### src/rtl/i2a_pkg.sv
// Shared types and constants for the integer to ASCII radix converter.
package i2a_pkg;

    // Radix selector codes; the unused code converts as decimal
    localparam logic [1:0] RADIX_DEC = 2'd0;
    localparam logic [1:0] RADIX_HEX = 2'd1;
    localparam logic [1:0] RADIX_BIN = 2'd2;

    localparam logic [7:0] CHAR_ZERO  = 8'h30;   // '0'
    localparam logic [7:0] CHAR_A     = 8'h61;   // 'a'
    localparam logic [7:0] CHAR_MINUS = 8'h2d;   // '-'
    localparam logic [3:0] DEC_BASE   = 4'd10;

    // Largest number of characters sent for one conversion
    localparam int unsigned RESULT_LIMIT = 32;

    typedef enum logic [2:0] {
        ST_IDLE,
        ST_EXTRACT,
        ST_SIZE,
        ST_EMIT,
        ST_EMPTY
    } i2a_state_t;

    // Controller to datapath
    typedef struct packed {
        logic load;       // capture a new operand
        logic step;       // one digit extraction step
        logic size;       // work out padding, length and count
        logic advance;    // a character transaction completed
        logic show_empty; // present the empty result
    } i2a_cmd_t;

    // Datapath to controller
    typedef struct packed {
        logic extract_done; // final digit written this cycle
        logic none_fits;    // nothing to send for this conversion
        logic last_char;    // current character is the final one
    } i2a_status_t;

endpackage

### src/rtl/i2a_ctrl.sv
// Sequencing state machine for the integer to ASCII radix converter.
module i2a_ctrl
    import i2a_pkg::*;
(
    input  logic        clk,
    input  logic        rst_n,
    input  logic        s_tvalid,
    output logic        s_tready,
    output logic        m_tvalid,
    input  logic        m_tready,
    output i2a_cmd_t    cmd,
    input  i2a_status_t status
);

    i2a_state_t state_reg;
    i2a_state_t state_next;

    always_ff @(posedge clk or negedge rst_n)
    begin
        if (!rst_n)
        begin
            state_reg <= ST_IDLE;
        end
        else
        begin
            state_reg <= state_next;
        end
    end

    always_comb
    begin
        state_next = state_reg;
        unique case (state_reg)
            ST_IDLE:
            begin
                if (s_tvalid)
                begin
                    state_next = ST_EXTRACT;
                end
            end
            ST_EXTRACT:
            begin
                if (status.extract_done)
                begin
                    state_next = ST_SIZE;
                end
            end
            ST_SIZE:
            begin
                state_next = status.none_fits ? ST_EMPTY : ST_EMIT;
            end
            ST_EMIT:
            begin
                if (m_tready && status.last_char)
                begin
                    state_next = ST_IDLE;
                end
            end
            ST_EMPTY:
            begin
                if (m_tready)
                begin
                    state_next = ST_IDLE;
                end
            end
            default:
            begin
                state_next = ST_IDLE;
            end
        endcase
    end

    always_comb
    begin
        s_tready       = 1'b0;
        m_tvalid       = 1'b0;
        cmd            = '0;
        unique case (state_reg)
            ST_IDLE:
            begin
                s_tready = 1'b1;
                cmd.load = s_tvalid;
            end
            ST_EXTRACT:
            begin
                cmd.step = 1'b1;
            end
            ST_SIZE:
            begin
                cmd.size = 1'b1;
            end
            ST_EMIT:
            begin
                m_tvalid    = 1'b1;
                cmd.advance = m_tready;
            end
            ST_EMPTY:
            begin
                m_tvalid       = 1'b1;
                cmd.show_empty = 1'b1;
            end
            default:
            begin
                s_tready = 1'b0;
            end
        endcase
    end

endmodule

### config.mk
export PLATFORM = sky130hd
export DESIGN_NAME = i2a_ctrl
export DESIGN_NICKNAME = d
export VERILOG_FILES = /design/src/rtl/i2a_pkg.sv /design/src/rtl/i2a_ctrl.sv
export SDC_FILE = /design/constraint.sdc
export NUM_CORES = 1
export LEC_CHECK = 0
export BUFFER_PORTS_ARGS = -buffer_cell sky130_fd_sc_hd__buf_2
export CAP_MARGIN = 40
export CORE_AREA = 2 2 39 41
export CTS_CLUSTER_DIAMETER = 100
export DETAILED_ROUTE_END_ITERATION = 10
export DIE_AREA = 0 0 41 43
export GPL_ROUTABILITY_DRIVEN = 1
export GPL_TIMING_DRIVEN = 0
export HOLD_SLACK_MARGIN = 0.08
export SLEW_MARGIN = 5
export SYNTH_ARGS = -nofsm -noshare
export SYNTH_HDL_FRONTEND = slang
export SYNTH_SLANG_ARGS = --single-unit
### constraint.sdc
create_clock -name clk -period 2.3 [get_ports clk]
set_input_delay 0 -clock clk [delete_from_list [all_inputs] [get_ports clk]]
set_output_delay 0 -clock clk [all_outputs]
set_load 0.05 [all_outputs]
# Yosys cells after proc, flatten, opt, wreduce, memory -nomap -nowiden
# Index checks and enable logic that the tools add are counted.
# W data, S select, Z words.
dict set report op_classes {
  n_reduce_logical 4
  n_eq_ne 8
  muxes 13
}
# cell count
set ops {}
lappend ops {{$mux W3} 5}
lappend ops {{$pmux W3 S5} 1}
lappend ops {{$ne A2 B2 Y1 const B} 4}
lappend ops {{$mux W1} 7}
lappend ops {{$eq A3 B2 Y1 const B} 2}
lappend ops {{$reduce_and A4 Y1} 1}
lappend ops {{$eq A3 B1 Y1 const B} 1}
lappend ops {{$eq A3 B3 Y1 const B} 1}
lappend ops {{$logic_not A3 Y1} 1}
lappend ops {{$reduce_or A2 Y1} 1}
lappend ops {{$logic_and A1 B1 Y1} 1}
dict set report word_totals {
  elab_cells 26
  output_inout_bits 7
  input_bits 7
  regBits 3
}

# Logic depth before layout (Yosys ltp)
# Gate-level depths: netlist of run 1.
dict set report depth {
  word_depth 3
  ltp_mapped 4
  mapped_depth_nobuf 3
}

# Least setup slack after synthesis of run 1
# OpenSTA, ideal clock, no wires.
dict set report synth_path {
  path_type {reg2out}
  from {register state_reg[0]}
  to {output port cmd[4] (netlist bit)}
  stages_incl_launch_ff 4
  path_slack_ps 88
  required_ps 2300
  t_arrival_ps 2212
  path_buffers 1
  path_cell_list {dfrtp_1 -> buf_2 -> nor3_1 -> and2_1}
}
# item line
set synth_rtl {}
lappend synth_rtl {{start: declaration} i2a_ctrl.sv:15} ;# i2a_state_t state_reg;
lappend synth_rtl {{start signal: assignment} i2a_ctrl.sv:26} ;# state_reg <= state_next;
lappend synth_rtl {{end: declaration} i2a_ctrl.sv:11} ;# output i2a_cmd_t cmd,

# Worst setup path in the final report of run 1
dict set report layout_path {
  from {register state_reg[1]}
  to {register state_reg[2]}
}
dict set report layout_via {
  elab_chain_cells 3
  elab_cells_between_ends 11
  classes_between {8 x eq/ne; 1 x mux; 2 x reduce/logical}
}
# item line
set layout_lines {}
lappend layout_lines {{$eq A3 B2 Y1 (tied with other cells)} i2a_ctrl.sv:33} ;# unique case (state_reg)
lappend layout_lines {{$ne A2 B2 Y1 (no line)} --}
lappend layout_lines {{$reduce_and A4 Y1 (no line)} --}
# Parallel ways exist; a longest one is shown, timed or not.
# A chain may end at the register's enable or synchronous reset.

==> results of run 1 <==
==> layer usage <==
| layer | part of all wire | vias up | track usage |
|---|---|---|---|
| met2 | 0.41 | 13 | 0.08438 |
| met1 | 0.47 | 107 | 0.07742 |
| li1 | - | 135 | - |
| met5 | 0 | - | 0 |
| met4 | 0.029 | 0 | 0.08000 |
| met3 | 0.084 | 2 | 0.01571 |
==> logic make-up (layout without fill, tap and decap cells) <==
group	after synthesis	count (layout)	share of synthesized area
AOI/OAI and AO/OA	5	5	0.1615
and+or+nand+nor	15	15	0.4428
DFF	3	3	0.3125
buffers and inverters	3	25	0.08330
==> report_power, final <==
part	total (µW)	leakage (µW)	internal, µW	switching (µW)
Sequential	92.7	0.0000381	76.4	16.3
Clock	92.7	0.0000150	65.0	27.6
Combinational	470	0.000162	168	301
==> cells in the final DEF (no fill, tap or decap), drive strengths merged <==
cell type	Yosys	routed
dfrtp	3	3
and3	1	1
dlygate4sd3	0	5
a311oi	1	1
and2	1	1
nor2b	3	3
a21oi	1	1
o21bai	1	1
nand3	2	2
buf	2	15
clkbuf	0	4
a22o	1	1
nor3	1	1
a21o	1	1
nor3b	2	2
nand2b	1	1
and2b	1	1
nand2	2	2
nor2	1	1
inv	1	1
==> critical path: cells and delay by family, from the launching register on <==
family	cells	cell delay (ns)
AO/OA/AOI/OAI	1	0.23
buffers and inverters	2	0.68
flip-flops	1	0.36
AND/OR/NAND/NOR	2	0.25
==> layout make-up <==
cell class              instances  area [µm²]
fillers                       160       982.2
multi-input cells              20       145.1
repair buffers                 18       115.1
flip-flops and latches          3       75.07
clock buffers                   4       26.28
well taps                      16       20.02
plain buffers                   2       16.27
inverters                       1       3.754
==> through the flow <==
| step | worst slack (ns) | utilization | cell area [µm²] | total power (µW) | hold WS, ns |
|---|---|---|---|---|---|
| after global placement | 1.182 | 0.2351 | 325.3 | 531.6 | -0.2017 |
| after detailed placement | 1.144 | 0.2351 | 325.3 | 536.2 | -0.2040 |
| after global routing | 0.6179 | 0.2902 | 401.6 | 699.9 | 0.09341 |
| final | 0.6587 | 0.2902 | 401.6 | 655.0 | 0.09058 |
| after floorplan | 0.08824 | - | 240.2 | 458.7 | -0.2956 |
| after CTS | 0.6665 | 0.2902 | 401.6 | 660.0 | 0.08893 |
==> worst paths after layout <==
kind	end	slack, ns
min in group clk	state_reg[0]	0.09
max reg2reg	state_reg[2]	0.66
max	state_reg[2]	0.66
min	state_reg[1]	0.09
max in group asynchronous	state_reg[2]	2.10
min reg2reg	state_reg[0]	0.56
==> cell usage after synthesis <==
cell type / n / area, µm²
nor3b_1: 1 / 7.510
buf_6: 1 / 11.26
inv_1: 1 / 3.750
nor2_1: 1 / 3.750
a311oi_1: 1 / 8.760
o21bai_1: 1 / 7.510
a21o_2: 1 / 8.760
nand3_1: 2 / 10.01
a22o_1: 1 / 8.760
and3_1: 1 / 6.260
dfrtp_1: 3 / 75.07
nor2b_4: 2 / 27.53
a21oi_1: 1 / 5.000
nand2_1: 2 / 7.510
nand2b_1: 1 / 6.260
and2b_1: 1 / 7.510
nor2b_1: 1 / 6.260
nor3_1: 1 / 5.000
buf_2: 1 / 5.000
nor3b_2: 1 / 12.51
and2_1: 1 / 6.260
==> results.tsv, run 1 <==
metric	value	unit
clk_pin_slew_worst_paths	0.04	ns
placed_cells	55	
avgSynthCellArea	9.240	µm²
end_kind	register	
clock.fmax	0.6093	GHz
setup_viol	0	
io_pins	14	
hold_violations	0	
synth_cell_type_count	21	
cts_setup_buffers	0	
worstMarginPinSlew	0.2501	ns
wl_per_cell	8.188	µm
finClkSkew	0.002278	ns
dp_hpwl	384.5	µm
crit_type	register to register	
clk_latency	0.23	ns
grt_util_all_layers	0.06633	
vias	257	
setup_tns	0	ns
p_leak	0.0002152	µW
route.detailed.drc	0	
routed_wl	524	µm
die_x	41	µm
finalCritPeriodShare	0.7136	
num_rows	14	
nets	56	
maxCapViolCount	0	
yosys_warnings	0	
viasPerCell	4.016	
first_iter_violations	1	
slew_viol_final	0	
crit_chain	buf_6 > nor2b_4 > nor2b_4 > a22o_1 > dlygate4sd3_1	
initial_core_util	0.1736	
core_region_area	1384	µm²
cts_tree	built	
hold_class	primary input to async pin	
yosys_register_bits	3	
final_layout_size_suffix_gt1_frac	0.4583	
clock-sinks	3	
postCtsHoldBufs	5	
fin_crit	1.641	ns
rsz0062_at_grt	false	
startpoint_type	register	
worstSetupStartpoint	state_reg[1]	
clk_path_buf_depth	2	
numCtsBuffers	3	
area_growth	67.19	%
rr_worst_depth	5	
gp_congestion	0.7094	
numPortBuffers	13	
status	finished, final reports clean	
grt.overflow.total	0	
worstPathMaxFanout	9	
grt_pass1_vias	202	
synth_fp_nets	33	
worst_path_largest_cell_delay	0.55	ns
critPathRequiredTime	2.41	ns
dr.pass1.iters	3	
drtAntennaViolNets	0	
die_y	43	µm
synth_seq_area_share	0.3125	
p_per_area	1631	nW/µm²
synth_cells	26	
peakVddDrop	0.0006955	V
crit_top_cell	nor2b_4	
timing.rr.start	state_reg[1]	
worstPathArrival	1.75	ns
fin_cells	64	
synthesis.area	240.2	µm²
antenna_found_initial	0	
grt_max_degree	11	
cts_root_buf	clkbuf_4	
antenna_cells	0	
cts_max_level	1	
maxSlewHeadroom	0.8344	
ctsResizeCount	0	
largest_register_ffs	3	
grt_pass1_wl	745	µm
die-area	1763	µm²
slowest_stage	dlygate4sd3_1	
Power figures use the tool's default switching activity.
==> run 2, diff against run 1 <==
- ABC_AREA: unset -> 1
- clock period: 2.3 -> 1.6 ns (I/O delays scaled with it)
==> results.tsv, run 2 <==
metric	value	unit	change
cts_setup_buffers	0		unchanged
p_per_area	2115	nW/µm²	was 1631 nW/µm²
die_x	41	µm	unchanged
finish.instance_area	416.7	µm²	was 401.6 µm²
regArea	75.07	µm²	unchanged
grt_util_all_layers	0.08853		was 0.06633
p_leak	0.0002695	µW	was 0.0002152 µW
crit_chain	nor2_1 > nand3_1 > nand2_1 > dlygate4sd3_1		was buf_6 > nor2b_4 > nor2b_4 > a22o_1 > dlygate4sd3_1
first_iter_violations	3		was 1
die_y	43	µm	unchanged
clk_path_buf_depth	2		unchanged
io_pins	14		unchanged
slowest_stage	dlygate4sd3_1		unchanged
synth_cells	42		was 26
status	finished, final reports clean		unchanged
synth_area_leader_cell	dfrtp_1		unchanged
cp_top_family	buffers and inverters		unchanged
clk_pin_slew_worst_paths	0.04	ns	about the same
place_area	327.8	µm²	was 325.3 µm²
hold_violations	0		unchanged
synth_flop_cell	dfrtp_1		unchanged
synth_cell_type_count	11		was 21
avgSynthCellArea	5.660	µm²	was 9.240 µm²
fin_cells	81		was 64
area_growth	75.26	%	was 67.19%
viasPerCell	3.889		was 4.016
synth_seq_area_share	0.3158		was 0.3125
largest_register_ffs	3		unchanged
finalCritPeriodShare	0.9009		was 0.7136
finClkSkew	0.006640	ns	was 0.002278 ns
grt_max_degree	8		was 11
synth_top_area_frac	0.3158		was 0.3125
antenna_found_initial	0		unchanged
final_cell_mix	nand2_1 (14), buf_2 (13), inv_1 (10), dlygate4sd3_1 (6)		was buf_2 (14), dlygate4sd3_1 (5), clkbuf_4 (3), dfrtp_1 (3)
worstPathArrival	1.62	ns	was 1.75 ns
final.setup.worst_slack	0.1585	ns	was 0.6587 ns
synth-async-reset-ratio	1.000		unchanged
multiInputGateArea	132.6	µm²	was 145.1 µm²
worstPathMaxFanout	7		was 9
clock-sinks	3		unchanged
peakVddDrop	0.0004971	V	was 0.0006955 V
clk_latency	0.25	ns	was 0.23 ns
placed_cells	71		was 55
antenna_cells	0		unchanged
fin_crit	1.441	ns	was 1.641 ns
end_kind	register		unchanged
yosys_warnings	0		unchanged
setup_viol	0		unchanged
gp_congestion	0.7349		was 0.7094
grt_pass1_wl	959	µm	was 745 µm
cts_max_level	1		unchanged
worstMarginPinSlew	0.2512	ns	was 0.2501 ns
vias	315		was 257
maxSlewHeadroom	0.8337		was 0.8344
crit_type	register to register		unchanged
slew_viol_final	0		unchanged
dp_hpwl	444.8	µm	was 384.5 µm
wl_per_cell	7.667	µm	was 8.188 µm
synthTopCellsByArea	dfrtp_1 (32%), nand2_1 (22%), inv_1 (16%)		was dfrtp_1 (31%), nor2b_4 (11%), nor3b_2 (5.2%)
synth-edff-count	0		unchanged
cts_tree	built		unchanged
cp.buffers_inverters	1		was 2
yosys_register_bits	3		unchanged
synthesis.area	237.7	µm²	was 240.2 µm²
synthTopCellsByCount	nand2_1 (14), inv_1 (10), nor2_1 (5)		was dfrtp_1 (3), nand2_1 (2), nand3_1 (2), nor2b_4 (2)
grt.overflow.total	0		unchanged
numPortBuffers	13		unchanged
mostFrequentLayoutCell	nand2_1		was buf_2
startpoint_type	register		unchanged
nets	73		was 56
worst_path_largest_cell_delay	0.55	ns	about the same
die-area	1763	µm²	unchanged
core_region_area	1384	µm²	unchanged
rsz0062_at_grt	false		unchanged
dr.pass1.iters	2		was 3
clock.fmax	0.6937	GHz	was 0.6093 GHz
hold_class	primary input to register		was primary input to async pin
initial_core_util	0.1718		was 0.1736
synth_most_common_cell	nand2_1		was dfrtp_1
maxCapViolCount	0		unchanged
num_rows	14		unchanged
grt_pass1_vias	267		was 202
critPathRequiredTime	1.78	ns	was 2.41 ns
r2r_slack	0.16	ns	was 0.66 ns
drtAntennaViolNets	0		unchanged
setup_tns	0	ns	unchanged
numCtsBuffers	3		unchanged
final_layout_size_suffix_gt1_frac	0.3077		was 0.4583
routed_wl	621	µm	was 524 µm
route.detailed.drc	0		unchanged
synth_fp_nets	49		was 33
cts_root_buf	clkbuf_4		unchanged
dp_slack	0.5077	ns	was 1.144 ns
nFillCells	150		was 160
[run 2: cell types whose count changed after synthesis, moves of 2 or more]
cell     previous run  this run
inv_1               1        10
nor2b_4             2         0
nand3_1             2         4
nand2_1             2        14
nor2_1              1         5
[run 2: worst min-delay path, delay by kind of cell]
kind / cells / cell delay, ns
AND/OR/NAND/NOR: 3 / 0.25
buffers and inverters: 2 / 0.10
[run 2: worst paths after layout]
| path | from | to | cells past startpoint |
|---|---|---|---|
| worst min register to register | state_reg[2] | state_reg[1] | 3 |
| max in group asynchronous | rst_n | state_reg[1] | 3 |
| worst max register to register | state_reg[1] | state_reg[2] | 4 |
| worst min-delay path | status[2] | state_reg[0] | 5 |
| min in group asynchronous | rst_n | state_reg[2] | 3 |
| worst max-delay path | state_reg[1] | state_reg[2] | 4 |
[run 2: cells by family (layout without fill, tap and decap cells)]
logic type | count (synthesis) | count (layout) | share of synthesized area
and+or+nand+nor | 27 | 27 | 0.4843
buffers and inverters | 10 | 33 | 0.1579
DFF | 3 | 3 | 0.3158
AOI/OAI and AO/OA | 2 | 2 | 0.04206
[run 2: what timing repair did]
item	4_1_cts	5_1_grt
hold endpoints to repair	6	0
setup endpoints to repair	0	1
hold buffers	6	0
resized for setup	0	1
[run 2: area by class of cell]
type                       count  share of cell area
clock buffer                   4             0.06306
tap                           16             0.04805
sequential                     3              0.1802
inverter                      10             0.09009
timing repair buffer          19              0.3003
multi-input combinational     29              0.3183
[run 2: layer usage]
layer / GRT usage / up-vias / part of all wire
met5: 0 / - / 0
met4: 0.1000 / 0 / 0.037
met3: 0.03141 / 2 / 0.060
met2: 0.1406 / 8 / 0.51
met1: 0.07120 / 135 / 0.39
li1: - / 170 / -
[run 2: where the power goes]
| group | total (µW) | leakage, µW | internal [µW] | switching [µW] |
|---|---|---|---|---|
| Clock | 143 | 0.0000150 | 94.1 | 49.2 |
| Combinational | 591 | 0.000216 | 156 | 435 |
| Sequential | 146 | 0.0000384 | 109 | 37.8 |
| Total | 881 | 0.000270 | 359 | 522 |
[run 2: per-stage QoR]
stage / hold slack, ns / utilization / total power [µW]
floorplan: -0.2956 / - / 601.2
global placement: -0.2027 / 0.2369 / 710.4
detailed placement: -0.1995 / 0.2369 / 712.3
CTS: 0.1647 / 0.2993 / 880.5
global route: 0.2114 / 0.3011 / 949.4
finish: 0.1594 / 0.3011 / 881.1
